File: config.mk
export PLATFORM = sky130hd
export DESIGN_NAME = hsv_to_rgb_8bit_top
export DESIGN_NICKNAME = d
export VERILOG_FILES = /design/src/rtl/h2r_pkg.sv /design/src/rtl/h2r_decode.sv /design/src/rtl/h2r_scale.sv /design/src/rtl/h2r_norm.sv /design/src/rtl/hsv_to_rgb_8bit_top.sv
export SDC_FILE = /design/constraint.sdc
export NUM_CORES = 2
export LEC_CHECK = 0
export ABC_AREA = 0
export BUFFER_PORTS_ARGS = -buffer_cell sky130_fd_sc_hd__clkbuf_2
export CAP_MARGIN = 40
export CORE_MARGIN = 2
export CORE_UTILIZATION = 25
export CTS_BUF_LIST = sky130_fd_sc_hd__clkbuf_8
export DETAILED_ROUTE_END_ITERATION = 16
export PLACE_DENSITY_LB_ADDON = 0.12
export SYNTH_ARGS = -nofsm -noshare
export SYNTH_HDL_FRONTEND = slang
export SYNTH_SLANG_ARGS = --single-unit
File: constraint.sdc
create_clock -name clk -period 11.5 [get_ports clk]
set_input_delay 2.3 -clock clk [delete_from_list [all_inputs] [get_ports clk]]
set_output_delay 2.3 -clock clk [all_outputs]
set_load 0.1 [all_outputs]
File: src/rtl/h2r_pkg.sv
// Package for the 8-bit HSV to RGB converter: payload structs, stage structs,
// sector codes and the divide-by-255 helpers. No dependencies.
package h2r_pkg;

  typedef struct packed {
    logic [7:0] hue;
    logic [7:0] saturation;
    logic [7:0] brightness;
  } hsv_t;

  typedef struct packed {
    logic [7:0] red;
    logic [7:0] green;
    logic [7:0] blue;
  } rgb_t;

  // Sector codes, in order around the hue circle.
  localparam logic [2:0] SECT_RY = 3'd0;
  localparam logic [2:0] SECT_YG = 3'd1;
  localparam logic [2:0] SECT_GC = 3'd2;
  localparam logic [2:0] SECT_CB = 3'd3;
  localparam logic [2:0] SECT_BM = 3'd4;
  localparam logic [2:0] SECT_MR = 3'd5;
  localparam logic [2:0] SECT_WRAP = 3'd6;

  localparam logic [7:0]  FULL_LEVEL  = 8'd255;
  localparam logic [15:0] FULL_SQUARE = 16'd65025;

  // Reciprocals of 255 for exact truncating division of 16-bit and 24-bit values.
  localparam logic [16:0] RECIP16 = 17'd65794;
  localparam logic [24:0] RECIP24 = 25'd16843010;

  typedef struct packed {
    logic        grey;
    logic [2:0]  sector;
    logic [7:0]  sat;
    logic [7:0]  val;
    logic [15:0] sr;
    logic [15:0] st;
  } dec_t;

  typedef struct packed {
    logic        grey;
    logic [2:0]  sector;
    logic [7:0]  val;
    logic [15:0] mp;
    logic [23:0] mq;
    logic [23:0] mt;
  } prod_t;

  function automatic logic [7:0] div255_16(input logic [15:0] x);
    logic [32:0] prod;
    prod = {17'b0, x} * {16'b0, RECIP16};
    return prod[31:24];
  endfunction

  function automatic logic [15:0] div255_24(input logic [23:0] x);
    logic [48:0] prod;
    prod = {25'b0, x} * {24'b0, RECIP24};
    return prod[47:32];
  endfunction

endpackage

File: src/rtl/h2r_decode.sv
// First pipeline stage: splits the hue into sector and remainder and forms
// the saturation products. Depends on h2r_pkg.
module h2r_decode
  import h2r_pkg::*;
(
  input  logic clk,
  input  logic rst,
  input  logic in_valid,
  input  hsv_t hsv,
  output logic dec_valid,
  output dec_t dec
);

  logic [10:0] scaled;
  logic [2:0]  cnt;
  logic [10:0] rem_full;
  logic [7:0]  rem;
  dec_t        dec_next;

  always_comb begin
    scaled = {3'b0, hsv.hue} * 11'd6;
    cnt = SECT_RY;
    for (int k = 1; k <= 6; k++) begin
      if (scaled >= 11'(k * 255)) begin
        cnt = 3'(k);
      end
    end
    rem_full = scaled - ({8'b0, cnt} * 11'd255);
    rem = rem_full[7:0];
    dec_next.grey = (hsv.saturation == 8'd0);
    dec_next.sector = (cnt == SECT_WRAP) ? SECT_MR : cnt;
    dec_next.sat = hsv.saturation;
    dec_next.val = hsv.brightness;
    dec_next.sr = {8'b0, hsv.saturation} * {8'b0, rem};
    dec_next.st = {8'b0, hsv.saturation} * {8'b0, FULL_LEVEL - rem};
  end

  always_ff @(posedge clk) begin
    if (rst) begin
      dec_valid <= 1'b0;
    end else begin
      dec_valid <= in_valid;
    end
  end

  always_ff @(posedge clk) begin
    dec <= dec_next;
  end

endmodule

File: src/rtl/h2r_scale.sv
// Second pipeline stage: scales the three levels by the brightness.
// Depends on h2r_pkg.
module h2r_scale
  import h2r_pkg::*;
(
  input  logic  clk,
  input  logic  rst,
  input  logic  dec_valid,
  input  dec_t  dec,
  output logic  prod_valid,
  output prod_t prod
);

  prod_t prod_next;

  always_comb begin
    prod_next.grey = dec.grey;
    prod_next.sector = dec.sector;
    prod_next.val = dec.val;
    prod_next.mp = {8'b0, dec.val} * {8'b0, FULL_LEVEL - dec.sat};
    prod_next.mq = {16'b0, dec.val} * {8'b0, FULL_SQUARE - dec.sr};
    prod_next.mt = {16'b0, dec.val} * {8'b0, FULL_SQUARE - dec.st};
  end

  always_ff @(posedge clk) begin
    if (rst) begin
      prod_valid <= 1'b0;
    end else begin
      prod_valid <= dec_valid;
    end
  end

  always_ff @(posedge clk) begin
    prod <= prod_next;
  end

endmodule

File: src/rtl/h2r_norm.sv
// Third and fourth pipeline stages: divide p by 255 once and q and t twice,
// then route them by sector, or all to val when grey. Depends on h2r_pkg.
module h2r_norm
  import h2r_pkg::*;
(
  input  logic  clk,
  input  logic  rst,
  input  logic  prod_valid,
  input  prod_t prod,
  output logic  done,
  output rgb_t  rgb
);

  typedef struct packed {
    logic        grey;
    logic [2:0]  sector;
    logic [7:0]  val;
    logic [7:0]  p;
    logic [15:0] yq;
    logic [15:0] yt;
  } half_t;

  logic  half_valid;
  half_t half;
  half_t half_next;
  logic [7:0] q;
  logic [7:0] t;
  rgb_t rgb_next;

  always_comb begin
    half_next.grey = prod.grey;
    half_next.sector = prod.sector;
    half_next.val = prod.val;
    half_next.p = div255_16(prod.mp);
    half_next.yq = div255_24(prod.mq);
    half_next.yt = div255_24(prod.mt);
  end

  always_comb begin
    q = div255_16(half.yq);
    t = div255_16(half.yt);
    case (half.sector)
      SECT_RY: rgb_next = '{red: half.val, green: t,        blue: half.p};
      SECT_YG: rgb_next = '{red: q,        green: half.val, blue: half.p};
      SECT_GC: rgb_next = '{red: half.p,   green: half.val, blue: t};
      SECT_CB: rgb_next = '{red: half.p,   green: q,        blue: half.val};
      SECT_BM: rgb_next = '{red: t,        green: half.p,   blue: half.val};
      default: rgb_next = '{red: half.val, green: half.p,   blue: q};
    endcase
    if (half.grey) begin
      rgb_next = '{red: half.val, green: half.val, blue: half.val};
    end
  end

  always_ff @(posedge clk) begin
    if (rst) begin
      half_valid <= 1'b0;
      done <= 1'b0;
    end else begin
      half_valid <= prod_valid;
      done <= half_valid;
    end
  end

  always_ff @(posedge clk) begin
    half <= half_next;
    rgb <= rgb_next;
  end

endmodule

File: src/rtl/hsv_to_rgb_8bit_top.sv
// 8-bit HSV to RGB converter, four register stages.
// A color taken passes through the decode, scale, half and rgb registers in
// order, and shows on rgb with done high when it leaves the last of them.
// Throughput: one color per clock while busy is low; busy is high only in reset.
// Reset clears the stage valid bits, so no transfer started before it appears.
// The receiver cannot stall, so nothing is held back. Depends on h2r_pkg.
module hsv_to_rgb_8bit_top
  import h2r_pkg::*;
(
  input  logic clk,
  input  logic rst,
  input  logic start,
  output logic busy,
  input  hsv_t hsv,
  output logic done,
  output rgb_t rgb
);

  logic  accept;
  logic  dec_valid;
  dec_t  dec;
  logic  prod_valid;
  prod_t prod;

  assign busy = rst;
  assign accept = start & ~busy;

  h2r_decode u_decode (
    .clk(clk),
    .rst(rst),
    .in_valid(accept),
    .hsv(hsv),
    .dec_valid(dec_valid),
    .dec(dec)
  );

  h2r_scale u_scale (
    .clk(clk),
    .rst(rst),
    .dec_valid(dec_valid),
    .dec(dec),
    .prod_valid(prod_valid),
    .prod(prod)
  );

  h2r_norm u_norm (
    .clk(clk),
    .rst(rst),
    .prod_valid(prod_valid),
    .prod(prod),
    .done(done),
    .rgb(rgb)
  );

endmodule

==> summary.txt <==
CP Capture Point - u_decode.dec[31]
Async set-reset flop share out of synthesis - 0%
CP max FO - 8
Data required, critical path - 12070 ps
Unrepaired setup endpoints after global routing - no
Die Footprint - 0.1267 mm²
Status - complete, no violations
Setup-failing EPs final - 0
Yosys reg bits - 208
HPWL Detailed - 64.80 mm
Total Nets Final - 4541
Post-synth EDFFs - 0
CORE AREA - 0.1233 mm²
Mapped Area - 0.03097 mm²
# rows - 129
Yosys cell types - 82
CP max-delay cell - fa_1
Clk slew on worst S/H paths - 60 ps
Max incr delay on CP - 550 ps
Met3 wire len - 2.110 mm
Critical Path Start - hsv[17]
Initial DRT Pass Iterations - 4
Pin count of the biggest net entering global routing - 53
Placer Congestion - 0.7749
# hold bufs at CTS - 0
Number of routed nets with antenna violations - 0
Die height - 356.0 µm
Ys flop type - dfxtp_1
Largest delay share family, worst path - adder cells
YS warnings - 0
Reg-to-reg setup timing slack - 5160 ps
Seq/Total Area, Yosys - 13.44%
Crit path buffers/inverters - 8
Critical path arrival - 11270 ps
Max Fclk - 93.46 MHz
Post-synthesis net count - 4483
Residual DRC - 0
Worst path most repeated cell - fa_1
Gate Count Post-Synth - 3390
Final wirelength - 78.60 mm
Worst-Margin Slew - 874.0 ps
CP endpoint kind - flip-flop
Setup bufs post-CTS - 0
Rel. slew slack - 41.32%
Setup TNS - 0 ps
Grt total ovfl - 0
CTS Sinks - 208
Top layer in use - met4
Deepest level of the CTS H-tree - 2
Hold Fails Final Rpt - 0
DRT iter0 DRCs - 670
Via density - 4.352
Clock Skews - 28.18 ps
Die Wd - 356.0 µm
Num CTS Buffers - 44
# fillers - 13351
Max Cap Viol - 0
Vias in the first global route - 23890
Cell depth of the worst setup path - 37
Root Driver - clkbuf_8
Area delta synth->final - 10.95%
Layout cells sized above 1 - 5.541%
Startpoint types - primary input
Slew Limit Fails - 0
CTS tree - built
Via count - 22289
Tcrit/Tclk final - 93.04%
Clk buf depth - 3
Reg-to-reg critical path startpoint - u_decode.dec[1]
Global-route wire length before repair - 130.2 mm
Hold Path Class - reg2reg
Starting utilization of the core area - 25.12%
DRT met1 WL - 38.85 mm
Routed wl met2 - 36.53 mm
Min Tclk post-route - 10700 ps
PortBufs - 52
Tot GR Track Use - 12.86%
Kind of critical path - in2reg
WL/cell - 15.35 µm
Clk Latency, worst-skew pair - 660 ps
Ports - 53
Initial antenna violation count - 9
R2R depth - 21
Reg2reg end - u_scale.prod[19]
Synthesized area per cell - 9.136 µm²
[cell usage after synthesis (all sizes together) (15+ instances only)]
cell type  number  share of area, %
and2          130               2.6
a21o           33              0.80
o211ai         15              0.36
inv           557               6.8
nor3           57              0.92
nor2          169               2.0
mux2i          16              0.52
a31oi          16              0.37
ha            752                30
a21oi         108               1.8
nand2b         56               1.1
xnor2         107               3.1
dfxtp         208                13
o21a           17              0.41
clkbuf         65              0.79
nor2b          83               1.7
a211oi         16              0.40
fa            314                20
nand2         280               3.4
nand3          39              0.65
xor2           43               1.2
nand4          22              0.44
o21ai          99               1.6
[registers in the layout (all words and copies together), names as in the netlist]
name,cells
u_decode.dec_valid,1
u_scale.prod_valid,1
u_norm.done,1
u_scale.prod,76
u_norm.half,52
u_norm.rgb,24
u_norm.half_valid,1
u_decode.dec,52
[final cells by class]
type                       count  area [µm²]  share of cell area, %
multi-input combinational   2548       24430                  71.08
sequential                   208        4169                  12.13
inverter                     559        2098                  6.106
tap                         1637        2048                  5.960
clock buffer                  54       743.2                  2.163
timing repair buffer          87       523.0                  1.522
clock inverter                27       354.1                  1.030
antenna                        1       2.502               0.007282
[cells in the final DEF, fill, tap and decap left out, drive strengths merged, types with 12 or more instances in the layout]
cell    instances
clkbuf        106
a21oi         108
nor2          169
o21ai          99
nor2b          83
nand2         280
o211ai         15
nand2b         56
or2            12
a21o           33
xor2           43
a31oi          16
dfxtp         208
o21a           17
inv           567
o21bai         12
xnor2         107
nor3           57
nand3          39
fa            314
buf            35
and2          130
a211oi         16
nand4          22
ha            752
mux2i          16
[what timing repair did]
item	4_1_cts	5_1_grt
setup endpoints to repair	0	1
endpoints found under the hold margin	0	0
resized for setup	0	3
[worst min-delay path by stage]
stage,startpoint,cells past startpoint,slack [ps],end
after detailed placement,u_scale.prod[68],0,310,u_norm.half[44]
after global routing,u_scale.prod[64],0,330,u_norm.half[40]
after CTS,u_scale.prod[69],0,330,u_norm.half[45]
final,u_scale.prod[69],0,330,u_norm.half[45]
after global placement,u_scale.prod[65],0,310,u_norm.half[41]
after floorplan,u_scale.prod[64],0,310,u_norm.half[40]
[metal layers]
| metal | up-vias | GRT usage (%) |
|---|---|---|
| li1 | 11330 | - |
| met5 | - | 0 |
| met2 | 214 | 21.83 |
| met1 | 10678 | 17.48 |
| met3 | 67 | 1.485 |
| met4 | 0 | 2.675 |
[metrics by stage]
step / worst slack (ps) / instances / hold slack (ps) / utilization [%] / area [µm²]
3_3_place_gp: 74.02 / 5034 / 311.9 / 26.93 / 33210
2_1_floorplan: 239.4 / 3390 / 309.6 / - / 30970
4_1_cts: 717.8 / 5120 / 327.1 / 27.85 / 34340
3_5_place_dp: 2.023 / 5039 / 312.1 / 26.96 / 33240
5_1_grt: 93.34 / 5121 / 329.7 / 27.87 / 34360
6_report: 800.6 / 5121 / 327.1 / 27.87 / 34360
[worst register-to-register path: stages, from the launching register on]
cell,delay [ps]
dfxtp_1,470
inv_1,150
ha_1,190
inv_1,80
nor4_1,610
nor2_1,160
xnor2_1,710
and2_1,240
fa_1,410
inv_1,80
fa_1,450
fa_1,550
inv_1,50
fa_1,470
ha_1,390
and3_1,200
a21oi_1,180
a31oi_1,160
a21o_1,220
a21o_1,170
a21oi_1,160
xnor2_1,150
[cells by family (layout without fill, tap and decap cells)]
kind of cell	count (synthesis)	after routing	share of synthesized area, %
buf+inv	634	727	7.760
fa+ha+maj	1066	1066	50.67
simple gates	898	898	14.32
compound gates	415	415	8.883
other cells	0	1	0
flops	208	208	13.44
xor+xnor	150	150	4.290
mux	19	19	0.6261
Power is left out: the tool's default activity adds up to more than one toggle a clock period on the data nets, which glitch-free logic cannot reach.
